<file path="config.mk">
export PLATFORM = sky130hd
export DESIGN_NAME = led_glow_color_modulator
export DESIGN_NICKNAME = d
export VERILOG_FILES = /design/src/rtl/lgcm_pkg.sv /design/src/rtl/lgcm_queue.sv /design/src/rtl/lgcm_front.sv /design/src/rtl/lgcm_div.sv /design/src/rtl/lgcm_back.sv /design/src/rtl/led_glow_color_modulator.sv
export SDC_FILE = /design/constraint.sdc
export NUM_CORES = 2
export LEC_CHECK = 0
export BUFFER_PORTS_ARGS = -buffer_cell sky130_fd_sc_hd__buf_2
export CORE_MARGIN = 2
export CORE_UTILIZATION = 66
export DETAILED_ROUTE_END_ITERATION = 16
export PLACE_DENSITY = 0.81
export SYNTH_ARGS = -nofsm -noshare
export SYNTH_HDL_FRONTEND = slang
export SYNTH_HIERARCHICAL = 1
export SYNTH_SLANG_ARGS = --single-unit
</file>
<file path="constraint.sdc">
create_clock -name i_clk -period 17.52 [get_ports i_clk]
set_clock_uncertainty 0.15 [all_clocks]
set_input_delay 3.504 -clock i_clk [delete_from_list [all_inputs] [get_ports i_clk]]
set_output_delay 3.504 -clock i_clk [all_outputs]
set_load 0.05 [all_outputs]
</file>
<file path="src/rtl/lgcm_pkg.sv">
`default_nettype none

package lgcm_pkg;

    // register map
    localparam int unsigned CFG_COUNT  = 6;
    localparam int unsigned APB_ADDR_W = 5;

    localparam logic [2:0] REG_LOW_RED    = 3'd0;
    localparam logic [2:0] REG_LOW_GREEN  = 3'd1;
    localparam logic [2:0] REG_LOW_BLUE   = 3'd2;
    localparam logic [2:0] REG_HIGH_RED   = 3'd3;
    localparam logic [2:0] REG_HIGH_GREEN = 3'd4;
    localparam logic [2:0] REG_HIGH_BLUE  = 3'd5;

    localparam logic [7:0] RST_LOW_RED    = 8'd255;
    localparam logic [7:0] RST_LOW_GREEN  = 8'd255;
    localparam logic [7:0] RST_LOW_BLUE   = 8'd255;
    localparam logic [7:0] RST_HIGH_RED   = 8'd0;
    localparam logic [7:0] RST_HIGH_GREEN = 8'd0;
    localparam logic [7:0] RST_HIGH_BLUE  = 8'd255;

    // colour channel positions
    localparam logic [1:0] CH_RED   = 2'd0;
    localparam logic [1:0] CH_GREEN = 2'd1;
    localparam logic [1:0] CH_BLUE  = 2'd2;

    // minimal-standard generator
    localparam logic [30:0] LEHMER_MOD  = 31'h7FFF_FFFF;
    localparam logic [15:0] LEHMER_MUL  = 16'd48271;
    localparam logic [30:0] LEHMER_SEED = 31'd1;

    // period in 1/255 ms: base plus step times the period byte
    localparam int unsigned PER_W       = 21;
    localparam logic [20:0] PERIOD_BASE = 21'd1211250;
    localparam logic [8:0]  PERIOD_STEP = 9'd500;

    // sine polynomial, Q30
    localparam logic [31:0] Q30_ONE = 32'h4000_0000;
    localparam logic [31:0] SIN_C1  = 32'd1686629713;
    localparam logic [31:0] SIN_C3  = 32'd693598669;
    localparam logic [31:0] SIN_C5  = 32'd85569306;
    localparam logic [31:0] SIN_C7  = 32'd5026995;
    localparam logic [31:0] SIN_C9  = 32'd172271;
    // Horner order: C7 first, C1 last
    localparam logic [3:0][31:0] SIN_HORNER = {SIN_C1, SIN_C3, SIN_C5, SIN_C7};

    // divider digit-pair counts
    localparam logic [5:0] DIV_PAIRS_TIME = 6'd32;
    localparam logic [5:0] DIV_PAIRS_MOD  = 6'd15;
    localparam logic [5:0] DIV_PAIRS_FRAC = 6'd16;

    typedef struct packed {
        logic [63:0]      time_ms;
        logic [7:0]       phase;
        logic [PER_W-1:0] period;
        logic [7:0]       red;
        logic [7:0]       green;
        logic [7:0]       blue;
    } t_job;

    typedef struct packed {
        logic             start;
        logic [PER_W-1:0] rem_init;
        logic [63:0]      dividend;
        logic [5:0]       pairs;
        logic [PER_W-1:0] divisor;
    } t_div_req;

    typedef struct packed {
        logic             done;
        logic [31:0]      quotient;
        logic [PER_W-1:0] remainder;
    } t_div_rsp;

    typedef struct packed {
        logic [2:0][7:0] low;
        logic [2:0][7:0] high;
    } t_colours;

endpackage

`default_nettype wire

</file>
<file path="src/rtl/lgcm_queue.sv">
`default_nettype none

module lgcm_queue #(
    parameter int unsigned WIDTH = 8,
    parameter int unsigned DEPTH = 2
) (
    input  wire logic             i_clk,
    input  wire logic             i_rst_n,
    input  wire logic             i_push,
    input  wire logic [WIDTH-1:0] i_data,
    output logic                  o_full,
    input  wire logic             i_pop,
    output logic [WIDTH-1:0]      o_data,
    output logic                  o_empty
);

    localparam int unsigned AW = (DEPTH > 1) ? $clog2(DEPTH) : 1;

    logic [WIDTH-1:0] r_mem [DEPTH];
    logic [AW-1:0]    r_wr;
    logic [AW-1:0]    r_rd;
    logic [AW:0]      r_count;
    logic             push_ok;
    logic             pop_ok;

    assign o_full  = (r_count == (AW+1)'(DEPTH));
    assign o_empty = (r_count == '0);
    assign o_data  = r_mem[r_rd];
    assign push_ok = i_push && !o_full;
    assign pop_ok  = i_pop && !o_empty;

    always_ff @(posedge i_clk) begin
        if (!i_rst_n) begin
            r_wr    <= '0;
            r_rd    <= '0;
            r_count <= '0;
        end else begin
            // pointers wrap at the last entry, so any depth works
            if (push_ok) begin
                r_wr <= (r_wr == AW'(DEPTH - 1)) ? '0 : r_wr + AW'(1);
            end
            if (pop_ok) begin
                r_rd <= (r_rd == AW'(DEPTH - 1)) ? '0 : r_rd + AW'(1);
            end
            if (push_ok && !pop_ok) begin
                r_count <= r_count + (AW+1)'(1);
            end else if (pop_ok && !push_ok) begin
                r_count <= r_count - (AW+1)'(1);
            end
        end
    end

    always_ff @(posedge i_clk) begin
        if (push_ok) begin
            r_mem[r_wr] <= i_data;
        end
    end

endmodule

`default_nettype wire

</file>
<file path="src/rtl/lgcm_front.sv">
`default_nettype none

module lgcm_front
    import lgcm_pkg::*;
(
    input  wire logic        i_clk,
    input  wire logic        i_rst_n,
    input  wire logic        i_push,
    output logic             o_full,
    input  wire logic        i_frame_start,
    input  wire logic [63:0] i_time_ms,
    input  wire logic [7:0]  i_red,
    input  wire logic [7:0]  i_green,
    input  wire logic [7:0]  i_blue,
    output logic             o_job_push,
    output t_job             o_job,
    input  wire logic        i_job_full
);

    localparam logic [1:0] F_IDLE = 2'd0;
    localparam logic [1:0] F_RED  = 2'd1;
    localparam logic [1:0] F_PUSH = 2'd2;

    logic [1:0]  r_state;
    logic [30:0] r_lehmer;
    logic [46:0] r_prod;
    logic [15:0] r_draw;
    logic [63:0] r_time;
    logic [7:0]  r_red;
    logic [7:0]  r_green;
    logic [7:0]  r_blue;

    logic [30:0] seed;
    logic [31:0] fold;
    logic [31:0] folded;

    // Mersenne fold: low 31 bits plus high part, one conditional subtract
    assign seed   = i_frame_start ? LEHMER_SEED : r_lehmer;
    assign fold   = {1'b0, r_prod[30:0]} + {16'd0, r_prod[46:31]};
    assign folded = (fold >= {1'b0, LEHMER_MOD}) ? fold - {1'b0, LEHMER_MOD} : fold;

    assign o_full     = (r_state != F_IDLE);
    assign o_job_push = (r_state == F_PUSH) && !i_job_full;

    always_comb begin
        o_job.time_ms = r_time;
        o_job.phase   = r_draw[7:0];
        o_job.period  = PERIOD_BASE + PER_W'(r_draw[15:8]) * PER_W'(PERIOD_STEP);
        o_job.red     = r_red;
        o_job.green   = r_green;
        o_job.blue    = r_blue;
    end

    always_ff @(posedge i_clk) begin
        if (!i_rst_n) begin
            r_state  <= F_IDLE;
            r_lehmer <= LEHMER_SEED;
        end else begin
            case (r_state)
                F_IDLE: begin
                    if (i_push) begin
                        r_state <= F_RED;
                    end
                end
                F_RED: begin
                    r_lehmer <= folded[30:0];
                    r_state  <= F_PUSH;
                end
                F_PUSH: begin
                    if (!i_job_full) begin
                        r_state <= F_IDLE;
                    end
                end
                default: begin
                    r_state <= F_IDLE;
                end
            endcase
        end
    end

    always_ff @(posedge i_clk) begin
        if (r_state == F_IDLE && i_push) begin
            r_prod  <= 47'(seed) * 47'(LEHMER_MUL);
            r_time  <= i_time_ms;
            r_red   <= i_red;
            r_green <= i_green;
            r_blue  <= i_blue;
        end
        if (r_state == F_RED) begin
            r_draw <= folded[15:0];
        end
    end

endmodule

`default_nettype wire

</file>
<file path="src/rtl/lgcm_div.sv">
`default_nettype none

// Restoring divider, two quotient bits per cycle.
// Remainder must start below the divisor.
module lgcm_div
    import lgcm_pkg::*;
(
    input  wire logic     i_clk,
    input  wire logic     i_rst_n,
    input  wire t_div_req i_req,
    output t_div_rsp      o_rsp
);

    logic             r_busy;
    logic             r_done;
    logic [5:0]       r_cnt;
    logic [PER_W-1:0] r_rem;
    logic [PER_W-1:0] r_div;
    logic [63:0]      r_dvd;
    logic [31:0]      r_quo;

    logic [PER_W:0]   acc1;
    logic [PER_W:0]   acc2;
    logic [PER_W:0]   dif1;
    logic [PER_W:0]   dif2;
    logic             ge1;
    logic             ge2;
    logic [PER_W-1:0] rem1;
    logic [PER_W-1:0] rem2;

    always_comb begin
        acc1 = {r_rem, r_dvd[63]};
        dif1 = acc1 - {1'b0, r_div};
        ge1  = (acc1 >= {1'b0, r_div});
        rem1 = ge1 ? dif1[PER_W-1:0] : acc1[PER_W-1:0];
        acc2 = {rem1, r_dvd[62]};
        dif2 = acc2 - {1'b0, r_div};
        ge2  = (acc2 >= {1'b0, r_div});
        rem2 = ge2 ? dif2[PER_W-1:0] : acc2[PER_W-1:0];
    end

    assign o_rsp.done      = r_done;
    assign o_rsp.quotient  = r_quo;
    assign o_rsp.remainder = r_rem;

    always_ff @(posedge i_clk) begin
        if (!i_rst_n) begin
            r_busy <= 1'b0;
            r_done <= 1'b0;
            r_cnt  <= '0;
        end else begin
            r_done <= 1'b0;
            if (i_req.start) begin
                r_busy <= 1'b1;
                r_cnt  <= i_req.pairs;
            end else if (r_busy) begin
                r_cnt <= r_cnt - 6'd1;
                if (r_cnt == 6'd1) begin
                    r_busy <= 1'b0;
                    r_done <= 1'b1;
                end
            end
        end
    end

    always_ff @(posedge i_clk) begin
        if (i_req.start) begin
            r_rem <= i_req.rem_init;
            r_div <= i_req.divisor;
            r_dvd <= i_req.dividend;
            r_quo <= '0;
        end else if (r_busy) begin
            r_rem <= rem2;
            r_dvd <= {r_dvd[61:0], 2'b00};
            r_quo <= {r_quo[29:0], ge1, ge2};
        end
    end

endmodule

`default_nettype wire

</file>
<file path="src/rtl/lgcm_back.sv">
`default_nettype none

module lgcm_back
    import lgcm_pkg::*;
#(
    parameter int unsigned TABLE_ENTRIES = 1024
) (
    input  wire logic     i_clk,
    input  wire logic     i_rst_n,
    input  wire logic     i_q_empty,
    input  wire t_job     i_q_job,
    output logic          o_q_pop,
    output t_div_req      o_div_req,
    input  wire t_div_rsp i_div_rsp,
    input  wire t_colours i_colours,
    output logic          o_empty,
    input  wire logic     i_pop,
    output logic [7:0]    o_red,
    output logic [7:0]    o_green,
    output logic [7:0]    o_blue
);

    localparam logic [31:0]      N_WORD = 32'(TABLE_ENTRIES);
    localparam logic [PER_W-1:0] N_DIV  = PER_W'(TABLE_ENTRIES);

    localparam logic [4:0] S_IDLE = 5'd0;
    localparam logic [4:0] S_TMOD = 5'd1;
    localparam logic [4:0] S_MMOD = 5'd2;
    localparam logic [4:0] S_FRAC = 5'd3;
    localparam logic [4:0] S_IDX  = 5'd4;
    localparam logic [4:0] S_PT   = 5'd5;
    localparam logic [4:0] S_PTW  = 5'd6;
    localparam logic [4:0] S_Y2   = 5'd7;
    localparam logic [4:0] S_Y2R  = 5'd8;
    localparam logic [4:0] S_MUL  = 5'd9;
    localparam logic [4:0] S_SUB  = 5'd10;
    localparam logic [4:0] S_YT   = 5'd11;
    localparam logic [4:0] S_SINE = 5'd12;
    localparam logic [4:0] S_LO   = 5'd13;
    localparam logic [4:0] S_HI   = 5'd14;
    localparam logic [4:0] S_LVL  = 5'd15;
    localparam logic [4:0] S_SC   = 5'd16;
    localparam logic [4:0] S_DIV  = 5'd17;
    localparam logic [4:0] S_OUT  = 5'd18;

    // phase byte in Q0.32 turns: floor(p * 2^32 / 255)
    function automatic logic [31:0] phase_turns(input logic [7:0] p);
        return {p, p, p, p} + {31'd0, (p == 8'hFF)};
    endfunction

    logic [4:0]      r_state;
    logic [4:0]      n_state;
    t_job            r_job;
    logic [31:0]     r_ang;
    logic [30:0]     r_y;
    logic            r_neg;
    logic [30:0]     r_y2;
    logic [31:0]     r_t;
    logic [1:0]      r_k;
    logic [16:0]     r_x;
    logic [23:0]     r_acc;
    logic [23:0]     r_lvl;
    logic [1:0]      r_ch;
    logic [2:0][7:0] r_res;
    logic [63:0]     r_prod;
    logic [2:0][7:0] r_out;
    logic            r_out_valid;

    logic [31:0] m_a;
    logic [31:0] m_b;
    logic [29:0] scaled;
    logic [30:0] y_next;
    logic [31:0] sine_raw;
    logic [31:0] sine_mag;
    logic [31:0] half;
    logic [16:0] inv_x;
    logic [7:0]  chan_in;
    logic [15:0] lvl_hi;
    logic [16:0] div255;
    logic        out_load;

    always_comb begin
        scaled   = {1'b0, i_div_rsp.remainder, 8'd0} - {9'd0, i_div_rsp.remainder};
        y_next   = i_div_rsp.quotient[30]
                 ? (31'h4000_0000 - {1'b0, i_div_rsp.quotient[29:0]})
                 : {1'b0, i_div_rsp.quotient[29:0]};
        sine_raw = r_prod[61:30];
        sine_mag = (sine_raw > Q30_ONE) ? Q30_ONE : sine_raw;
        half     = r_neg ? (Q30_ONE - sine_mag) : (Q30_ONE + sine_mag);
        inv_x    = 17'h1_0000 - r_x;
        lvl_hi   = r_prod[31:16];
        // exact floor(v / 255) for 16-bit v up to 65534
        div255   = 17'(lvl_hi) + 17'd1 + 17'(lvl_hi[15:8]);
        case (r_ch)
            CH_RED:   chan_in = r_job.red;
            CH_GREEN: chan_in = r_job.green;
            default:  chan_in = r_job.blue;
        endcase
    end

    // shared multiplier operand select
    always_comb begin
        m_a = '0;
        m_b = '0;
        case (r_state)
            S_IDX: begin
                m_a = r_ang;
                m_b = N_WORD;
            end
            S_Y2: begin
                m_a = {1'b0, r_y};
                m_b = {1'b0, r_y};
            end
            S_MUL: begin
                m_a = {1'b0, r_y2};
                m_b = r_t;
            end
            S_YT: begin
                m_a = {1'b0, r_y};
                m_b = r_t;
            end
            S_LO: begin
                m_a = 32'(i_colours.low[r_ch]);
                m_b = 32'(inv_x);
            end
            S_HI: begin
                m_a = 32'(i_colours.high[r_ch]);
                m_b = 32'(r_x);
            end
            S_SC: begin
                m_a = 32'(chan_in);
                m_b = 32'(r_lvl);
            end
            default: begin
                m_a = '0;
                m_b = '0;
            end
        endcase
    end

    assign out_load = (r_state == S_OUT) && (!r_out_valid || i_pop);

    always_comb begin
        n_state            = r_state;
        o_q_pop            = 1'b0;
        o_div_req.start    = 1'b0;
        o_div_req.rem_init = '0;
        o_div_req.dividend = '0;
        o_div_req.pairs    = DIV_PAIRS_FRAC;
        o_div_req.divisor  = r_job.period;
        case (r_state)
            S_IDLE: begin
                if (!i_q_empty) begin
                    o_q_pop            = 1'b1;
                    o_div_req.start    = 1'b1;
                    o_div_req.dividend = i_q_job.time_ms;
                    o_div_req.pairs    = DIV_PAIRS_TIME;
                    o_div_req.divisor  = i_q_job.period;
                    n_state            = S_TMOD;
                end
            end
            S_TMOD: begin
                if (i_div_rsp.done) begin
                    o_div_req.start    = 1'b1;
                    o_div_req.dividend = {scaled, 34'd0};
                    o_div_req.pairs    = DIV_PAIRS_MOD;
                    n_state            = S_MMOD;
                end
            end
            S_MMOD: begin
                if (i_div_rsp.done) begin
                    o_div_req.start    = 1'b1;
                    o_div_req.rem_init = i_div_rsp.remainder;
                    n_state            = S_FRAC;
                end
            end
            S_FRAC: begin
                if (i_div_rsp.done) begin
                    n_state = S_IDX;
                end
            end
            S_IDX: begin
                n_state = S_PT;
            end
            S_PT: begin
                o_div_req.start    = 1'b1;
                o_div_req.rem_init = r_prod[PER_W+31:32];
                o_div_req.divisor  = N_DIV;
                n_state            = S_PTW;
            end
            S_PTW: begin
                if (i_div_rsp.done) begin
                    n_state = S_Y2;
                end
            end
            S_Y2:   n_state = S_Y2R;
            S_Y2R:  n_state = S_MUL;
            S_MUL:  n_state = S_SUB;
            S_SUB:  n_state = (r_k == 2'd3) ? S_YT : S_MUL;
            S_YT:   n_state = S_SINE;
            S_SINE: n_state = S_LO;
            S_LO:   n_state = S_HI;
            S_HI:   n_state = S_LVL;
            S_LVL:  n_state = S_SC;
            S_SC:   n_state = S_DIV;
            S_DIV:  n_state = (r_ch == CH_BLUE) ? S_OUT : S_LO;
            S_OUT: begin
                if (out_load) begin
                    n_state = S_IDLE;
                end
            end
            default: n_state = S_IDLE;
        endcase
    end

    always_ff @(posedge i_clk) begin
        if (!i_rst_n) begin
            r_state     <= S_IDLE;
            r_out_valid <= 1'b0;
            r_k         <= '0;
            r_ch        <= '0;
        end else begin
            r_state <= n_state;
            if (out_load) begin
                r_out_valid <= 1'b1;
            end else if (i_pop) begin
                r_out_valid <= 1'b0;
            end
            if (r_state == S_Y2R) begin
                r_k <= '0;
            end else if (r_state == S_SUB) begin
                r_k <= r_k + 2'd1;
            end
            if (r_state == S_SINE) begin
                r_ch <= CH_RED;
            end else if (r_state == S_DIV) begin
                r_ch <= r_ch + 2'd1;
            end
        end
    end

    always_ff @(posedge i_clk) begin
        r_prod <= m_a * m_b;
        if (r_state == S_IDLE && !i_q_empty) begin
            r_job <= i_q_job;
        end
        if (r_state == S_FRAC && i_div_rsp.done) begin
            r_ang <= i_div_rsp.quotient + phase_turns(r_job.phase);
        end
        if (r_state == S_PTW && i_div_rsp.done) begin
            r_neg <= i_div_rsp.quotient[31];
            r_y   <= y_next;
        end
        if (r_state == S_Y2R) begin
            r_y2 <= r_prod[60:30];
            r_t  <= SIN_C9;
        end
        if (r_state == S_SUB) begin
            r_t <= SIN_HORNER[r_k] - r_prod[61:30];
        end
        if (r_state == S_SINE) begin
            r_x <= half[31:15];
        end
        if (r_state == S_HI) begin
            r_acc <= r_prod[23:0];
        end
        if (r_state == S_LVL) begin
            r_lvl <= r_acc + r_prod[23:0];
        end
        if (r_state == S_DIV) begin
            r_res[r_ch] <= div255[15:8];
        end
        if (out_load) begin
            r_out <= r_res;
        end
    end

    assign o_empty = !r_out_valid;
    assign o_red   = r_out[CH_RED];
    assign o_green = r_out[CH_GREEN];
    assign o_blue  = r_out[CH_BLUE];

endmodule

`default_nettype wire

</file>
<file path="src/rtl/led_glow_color_modulator.sv">
// LED glow colour modulator.
// Input queue side: one transaction per LED (frame_start, time_ms, RGB), taken on
// push while full is low. The front stage draws the LED's generator value (one
// multiply and a Mersenne fold) and hands phase and period to a short job queue.
// Result queue side: while empty is low the scaled RGB bytes are on o_*_out; pop
// takes them. One result transaction per input transaction, in order.
// The back end takes one LED at a time; its pace is set by the shared restoring
// divider (2 bits a cycle: 32 + 15 + 16 + 16 steps for time mod period, the 255x
// fold, the angle fraction and the table point) and its single shared multiplier
// (sine polynomial by Horner, then two lerp products and one scale per channel).
// A stalled receiver holds the result register; the back end then waits with the
// next result ready, the job queue fills, and finally full rises on the input.
// Reset (synchronous, active low) empties both queues, restarts the generator at
// one and loads the default glow colours. Colour registers sit on an APB port,
// bytes at 4*i, write only while idle.
`default_nettype none

module led_glow_color_modulator
    import lgcm_pkg::*;
#(
    parameter int unsigned SINE_TABLE_ENTRIES = 1024,
    parameter int unsigned QUEUE_DEPTH        = 2
) (
    input  wire logic                  i_clk,
    input  wire logic                  i_rst_n,
    // config
    input  wire logic                  psel,
    input  wire logic                  penable,
    input  wire logic                  pwrite,
    input  wire logic [APB_ADDR_W-1:0] paddr,
    input  wire logic [31:0]           pwdata,
    output logic [31:0]                prdata,
    output logic                       pready,
    // input transactions
    input  wire logic                  push,
    output logic                       full,
    input  wire logic                  i_frame_start,
    input  wire logic [63:0]           i_time_ms,
    input  wire logic [7:0]            i_red_in,
    input  wire logic [7:0]            i_green_in,
    input  wire logic [7:0]            i_blue_in,
    // result transactions
    output logic                       empty,
    input  wire logic                  pop,
    output logic [7:0]                 o_red_out,
    output logic [7:0]                 o_green_out,
    output logic [7:0]                 o_blue_out
);

    t_colours  r_colours;
    logic      cfg_write;
    logic [2:0] cfg_index;

    logic      job_push;
    t_job      job_in;
    logic      job_full;
    logic      job_pop;
    logic      job_empty;
    t_job      job_head;

    t_div_req  div_req;
    t_div_rsp  div_rsp;

    // ---------------- configuration registers ----------------
    assign pready    = 1'b1;
    assign cfg_write = psel && penable && pwrite && pready;
    assign cfg_index = paddr[4:2];

    always_ff @(posedge i_clk) begin
        if (!i_rst_n) begin
            r_colours.low[CH_RED]    <= RST_LOW_RED;
            r_colours.low[CH_GREEN]  <= RST_LOW_GREEN;
            r_colours.low[CH_BLUE]   <= RST_LOW_BLUE;
            r_colours.high[CH_RED]   <= RST_HIGH_RED;
            r_colours.high[CH_GREEN] <= RST_HIGH_GREEN;
            r_colours.high[CH_BLUE]  <= RST_HIGH_BLUE;
        end else if (cfg_write) begin
            // addresses past the last register are dropped
            case (cfg_index)
                REG_LOW_RED:    r_colours.low[CH_RED]    <= pwdata[7:0];
                REG_LOW_GREEN:  r_colours.low[CH_GREEN]  <= pwdata[7:0];
                REG_LOW_BLUE:   r_colours.low[CH_BLUE]   <= pwdata[7:0];
                REG_HIGH_RED:   r_colours.high[CH_RED]   <= pwdata[7:0];
                REG_HIGH_GREEN: r_colours.high[CH_GREEN] <= pwdata[7:0];
                REG_HIGH_BLUE:  r_colours.high[CH_BLUE]  <= pwdata[7:0];
                default: begin
                end
            endcase
        end
    end

    always_comb begin
        case (cfg_index)
            REG_LOW_RED:    prdata = {24'd0, r_colours.low[CH_RED]};
            REG_LOW_GREEN:  prdata = {24'd0, r_colours.low[CH_GREEN]};
            REG_LOW_BLUE:   prdata = {24'd0, r_colours.low[CH_BLUE]};
            REG_HIGH_RED:   prdata = {24'd0, r_colours.high[CH_RED]};
            REG_HIGH_GREEN: prdata = {24'd0, r_colours.high[CH_GREEN]};
            REG_HIGH_BLUE:  prdata = {24'd0, r_colours.high[CH_BLUE]};
            default:        prdata = '0;
        endcase
    end

    // ---------------- front: accept, draw phase and period ----------------
    lgcm_front u_front (
        .i_clk         (i_clk),
        .i_rst_n       (i_rst_n),
        .i_push        (push),
        .o_full        (full),
        .i_frame_start (i_frame_start),
        .i_time_ms     (i_time_ms),
        .i_red         (i_red_in),
        .i_green       (i_green_in),
        .i_blue        (i_blue_in),
        .o_job_push    (job_push),
        .o_job         (job_in),
        .i_job_full    (job_full)
    );

    // ---------------- job queue between front and back ----------------
    lgcm_queue #(
        .WIDTH ($bits(t_job)),
        .DEPTH (QUEUE_DEPTH)
    ) u_queue (
        .i_clk   (i_clk),
        .i_rst_n (i_rst_n),
        .i_push  (job_push),
        .i_data  (job_in),
        .o_full  (job_full),
        .i_pop   (job_pop),
        .o_data  (job_head),
        .o_empty (job_empty)
    );

    // ---------------- back: angle, sine, colour scaling ----------------
    lgcm_div u_div (
        .i_clk   (i_clk),
        .i_rst_n (i_rst_n),
        .i_req   (div_req),
        .o_rsp   (div_rsp)
    );

    lgcm_back #(
        .TABLE_ENTRIES (SINE_TABLE_ENTRIES)
    ) u_back (
        .i_clk     (i_clk),
        .i_rst_n   (i_rst_n),
        .i_q_empty (job_empty),
        .i_q_job   (job_head),
        .o_q_pop   (job_pop),
        .o_div_req (div_req),
        .i_div_rsp (div_rsp),
        .i_colours (r_colours),
        .o_empty   (empty),
        .i_pop     (pop),
        .o_red     (o_red_out),
        .o_green   (o_green_out),
        .o_blue    (o_blue_out)
    );

endmodule

`default_nettype wire

</file>
# Yosys cells after proc, flatten, opt, wreduce, memory -nomap -nowiden
# Memories as Yosys holds them, arrays and structs flattened. A register that Yosys moved wholly into a read port is not among the register bits.
# Cells that the tools add are included.
# Widths: inputs -> output; s select.
[word_totals]
mem_bits_ro = 0
inputBits = 133
out_inout_bits = 59
ramBits = 234
latch_bits = 0
n_memories = 1
reg_bits = 747
[op_classes]
bitwise_logic = 2
reduce_logical = 43
order_cmp = 7
mul = 3
eq_ne = 40
addsub = 23
shift = 0
mux = 64
n_div = 0
[memory_table]
columns = ["name", "words", "width", "rd", "rd_ports_with_merged_regs", "wr", "line_no", "source"]
rows = [
  ["u_queue.r_mem", 2, 117, 1, 1, 1, "lgcm_queue.sv:19", "logic [WIDTH-1:0] r_mem [DEPTH];"],
]
[ops]
columns = ["op", "count"]
rows = [
  ["$pmux 32 s6", 2],
  ["$mux 32", 5],
  ["$pmux 70 s2", 1],
  ["$mux 64", 2],
  ["$pmux 5 s19", 1],
  ["$mux 91", 1],
  ["$mux 21", 4],
  ["$pmux 21 s2", 2],
  ["$mux 70", 1],
  ["$bmux 32 s2", 1],
  ["$mul 32x32->62", 1],
  ["$mux 31", 2],
  ["$pmux 8 s6", 1],
  ["$mul 31x16->47 const B", 1],
  ["$ge 22x21->1", 2],
  ["$sub 21x21->21", 2],
  ["$eq 5x4->1 const B", 8],
  ["$mux 5", 7],
  ["$add 31x16->32", 1],
  ["$add 31x32->32 const A", 1],
  ["$add 32x1->32", 1],
  ["$add 32x32->32", 1],
  ["$bmux 8 s2", 2],
  ["$ge 32x31->1 const B", 1],
  ["55 further kinds", 131],
]

# Longest topological paths before layout
[logic_depth]
depth_word = 8
mapped_depth = 42

# Hierarchy
# Netlist, hierarchy kept.
[by_module_without_submodules]
columns = ["module", "n_inst", "cells_per_inst", "area_each_um2"]
rows = [
  ["lgcm_back", 1, 5640, 51924.8],
  ["lgcm_front", 1, 1727, 18462.7],
  ["lgcm_queue", 1, 389, 8787.2],
  ["lgcm_div", 1, 767, 8424.3],
  ["led_glow_color_modulator", 1, 270, 2517.4],
]

# Worst setup path before layout
# OpenSTA, ideal clock, no wires.
[synth_timing]
path_kind = "flip-flop to flip-flop"
from = "register u_back.r_x[1]"
to = "register u_back.r_prod[55]"
required_ns = 17.255
arrival_ns = 9.822
synth_period_minus_slack_ns = 10.087
path_slack_ns = 7.433
path_stages_with_launch = 37
cell_sequence = "edfxtp_1 > inv_1 > ha_1 > nor3b_1 > nand2_1 > or2_2 > or4_1 > or3b_2 > xor2_1 > nand2_1 > nand3_1 > clkbuf_1 > nand2_1 > fa_1 > inv_1 > fa_1 > inv_1 > fa_1 > fa_1 > inv_1 > fa_1 > fa_1 > fa_1 > inv_1 > fa_1 > inv_1 > ha_1 > and3_1 > a221o_1 > a21oi_1 > nor4_1 > nor3_1 > o21ai_1 > a31oi_1 > nor3b_1 > or3_1 > and3_1"
[synth_between]
elab_chain_cells = 3
[synth_lines]
columns = ["item", "line_no", "source"]
rows = [
  ["start: declaration", "lgcm_back.sv:60", "logic [16:0] r_x;"],
  ["start signal: assignment", "lgcm_back.sv:262", "r_x <= half[31:15];"],
  ["$sub 17x17->17", "lgcm_back.sv:90", "inv_x = 17'h1_0000 - r_x;"],
  ["$pmux 32 s6 (*)", "lgcm_back.sv:105", "case (r_state)"],
  ["$mul 32x32->62 (*)", "lgcm_back.sv:243", "r_prod <= m_a * m_b;"],
  ["end signal: assignment", "lgcm_back.sv:243", ""],
  ["end: declaration", "lgcm_back.sv:65", "logic [63:0] r_prod;"],
]
# Every way passes the cells marked *; elsewhere a longest branch is shown, timed or not.
# A chain may end at the register's enable or synchronous reset.

# Worst setup path in the final report
[layout_timing]
from = "register u_back.r_x[1]"
to = "register u_back.r_prod[60]"
# The elaborated chain is that of the path after synthesis.

==> out/results.ini <==
[status]
status=finished with violations
violations=max-capacitance violations, max-slew violations

[clock_network]
cts_setup_buffers=0
clock-root-buffer=clkbuf_16
clkTransAtPathRegs_ns=0.06
hold_buffers=0
cts_tree=built
clock-sinks=982
clk_latency_ns=0.74
htree_levels=3
ctsResizeCount=0
clk_path_buf_depth=3
numCtsBuffers=96

[floorplanning]
fp-row-count=135
initial_core_util_pct=66.5
fp.dieH_um=374
die_area_mm2=0.140
core_region_area_mm2=0.135
die_x_um=374
ios=192

[sta]
slew_violations=11
rsz0062_at_grt=no
fin_crit_ns=12.61
finalWorstSetupSlack_ns=4.91
fin_crit_sh_pct=72.0
worstMarginPinSlew_ns=1.63
slew_headroom_pct=-8.39
setup_viol=0
fmax_ghz=0.0793
setup-tns-final_ns=0
hold_viol=0

[power]
p_int_mw=6.15
leakagePower_nw=42.7
p_clk_share_pct=19.9
vdd_drop_max_mv=0.470
p_switching_mw=4.40
seqPwrFrac_pct=31.5
p_comb_share_pct=48.7
p_per_area_mw_per_mm2=110
switching_share_pct=41.7

[yosys]
ys_ff_latch=982
syn_inst=8793
syn-cell-area_mm2=0.0901
synth.yosys.seq_area_share_pct=30.5
ys_async_sr_fraction_pct=0
yosysWarningCount=6
syn_avg_cell_area_um2=10.2
yosysUniqueCellTypes=107
ys.flop_type=edfxtp_1
synth-edff-count=784

[critical_path]
cp_slowest_stage_delay_ns=1.00
cp_max_fo=28
crit_top_cell=fa_1
required_ns=17.92
cp-start-kind=flop
path_class=reg2reg
crit_arrival_ns=13.01
cp_slowest_cell=nor3_1
crit_path_end_kind=flop

[layout]
fin_nets=10658
seq_area_mm2=0.0275
layout-drive-gt1-share_pct=8.24
fill_cells=9834
area_delta_synth_final_pct=6.25
multi_input_area_mm2=0.0560

[detailed_routing]
firstDrtPassIters=9
route.antenna.remaining_nets=0
viasPerCell=6.16
detail_route.iter0.violations=7027
drt-wirelength-per-cell_um=23.8
vias=65654
drt-total-wl_um=254000
drc=0

[placement]
place_ws_ns=5.22
post-dp-hpwl_um=193000
portBuffers=140
gp_congestion=1.10

[global_routing]
track_usage_pct=36.9
grt_max_degree=141
grt_first_pass_wirelength_um=392000
grt_overflow=0
grt_pass1_vias=67797
antenna_found_initial=7

[worst_hold_path]
hp-class=reg2reg

[job]
maxCapViolations=1

## Yosys cell counts (16+ instances only)
cell type	count	area (um2)
a22oi_1	63	473
or2_2	23	144
a21oi_1	270	1350
clkbuf_1	311	1170
a21o_1	122	916
nand4_1	41	257
a21boi_0	16	120
and2_1	115	719
edfxtp_1	784	23500
mux2_4	30	450
ha_1	642	8030
xor2_1	138	1210
o31ai_1	30	225
nor3_1	72	360
xnor2_1	264	2310
dfxtp_1	198	3960
a222oi_1	18	180
o21bai_1	43	323
or3_1	30	188
a31oi_1	40	250
o211ai_1	31	233
nor2b_1	102	638
mux2i_1	95	951
fa_1	1091	21800
a211oi_1	30	225
a22o_1	54	473
buf_4	47	353
nand3_1	93	465
nand2b_1	62	388
mux2_2	169	1900
and3_1	47	294
inv_1	1378	5170
o21ai_0	259	1300
o41ai_1	17	149
o21a_1	44	330
nor2_1	759	2850
nand2_1	931	3490
a211o_1	18	158
buf_2	24	120
buf_1	18	67.6
nor4_1	16	100
## flip-flops by register name (all words and copies together), names as in the netlist, 16 cells and up, named ones only
signal and flops:
u_queue/r_mem 234, u_div/r_dvd 64, u_front/r_time 64, u_back/r_prod 62, u_back/r_job 53, r_colours 48
u_front/r_prod 47, u_back/r_ang 32, u_back/r_t 32, u_div/r_quo 32, u_back/r_y2 31, u_back/r_y 31
u_front/r_lehmer 31, u_back/r_acc 24, u_back/r_lvl 24, u_back/r_res 24, u_div/r_div 21, u_div/r_rem 21
u_back/r_x 17, u_front/r_draw 16
## power by group through the flow
stage	sequential [mW]	clock (mW)	combinational, mW
finish	3.32	2.10	5.14
global route	3.34	2.21	5.62
CTS	3.31	2.12	5.03
detailed placement	3.36	0	4.97
global placement	3.35	0	4.83
floorplan	3.24	0	3.75
## through the flow
step           cells  area [um2]  total power, mW  hold WS [ns]  util [%]
3_3_place_gp   10475       92500             8.18         0.251      68.3
4_1_cts        10657       95700             10.5         0.269      70.7
6_report       10660       95700             10.6         0.269      70.7
3_5_place_dp   10475       92500             8.33         0.255      68.3
5_1_grt        10657       95700             11.2         0.277      70.7
2_1_floorplan   8845       90300             6.98         0.250         -
## logic make-up (layout without fill, tap and decap cells)
kind of cell             count (synthesis)  after routing  share of synthesized area (%)
AO/OA/AOI/OAI                         1212           1212                           9.12
XOR/XNOR                               402            402                           3.91
adder cells (fa/ha/maj)               1733           1733                           33.2
buffers and inverters                 1791           1822                           7.79
flip-flops                             982            982                           30.5
multiplexers                           297            297                           3.75
other                                    6             61                         0.0250
AND/OR/NAND/NOR                       2370           2370                           11.7
## cell usage in the layout, fill, tap and decap left out, drive strengths merged, types with 40 or more instances in the layout
cell type,synthesis,final
edfxtp,784,784
conb,6,58
nor3,73,73
nor2b,102,102
nand4,41,41
and2,116,116
clkbuf,311,116
ha,642,642
and3,48,48
fa,1091,1091
a22o,54,54
dfxtp,198,198
mux2,199,199
o21a,45,45
nand2,931,931
buf,101,261
clkinv,1,41
o21bai,43,43
xnor2,264,264
a22oi,63,63
mux2i,95,95
nor2,769,769
xor2,138,138
inv,1378,1384
a21o,122,122
a31oi,40,40
o21ai,268,268
nand2b,64,64
nand3,94,94
a21oi,272,272
## final cells by class
| cell class | instances | share of cell area, % |
|---|---|---|
| diodes | 3 | 0.00784 |
| clock buffers | 116 | 2.63 |
| clock inverters | 66 | 0.758 |
| inverters | 1379 | 5.41 |
| multi-input cells | 6072 | 58.4 |
| flip-flops and latches | 982 | 28.7 |
| well taps | 1781 | 2.33 |
| repair buffers | 261 | 1.70 |
## critical path, delay by kind of cell, from the launching register on
kind | cells | cell delay, ns
adders and majority gates | 10 | 4.59
xor gates and xnor gates | 2 | 0.29
buffers and inverters | 6 | 0.45
DFF | 1 | 0.47
AOI/OAI and AO/OA | 8 | 2.29
and+or+nand+nor | 10 | 4.17
## metal layers
| layer | up-vias | track usage [%] | routed length [um] |
|---|---|---|---|
| met5 | - | 0 | 86 |
| met4 | 12 | 21.4 | 18900 |
| met3 | 974 | 9.00 | 26900 |
| met2 | 3550 | 57.8 | 115000 |
| met1 | 32348 | 47.1 | 93300 |
| li1 | 28770 | - | - |
## final timing paths
path / start / endpoint / slack, ns / cells past startpoint
setup / recovery: u_back/r_x[1] / u_back/r_prod[60] / 4.91 / 36
hold / removal: u_back/r_res[5] / u_back/o_red[5] / 0.27 / 0
setup reg to reg: u_back/r_x[1] / u_back/r_prod[60] / 4.91 / 36
hold reg to reg: u_back/r_res[5] / u_back/o_red[5] / 0.27 / 0
(Power assumes the default switching activity.)
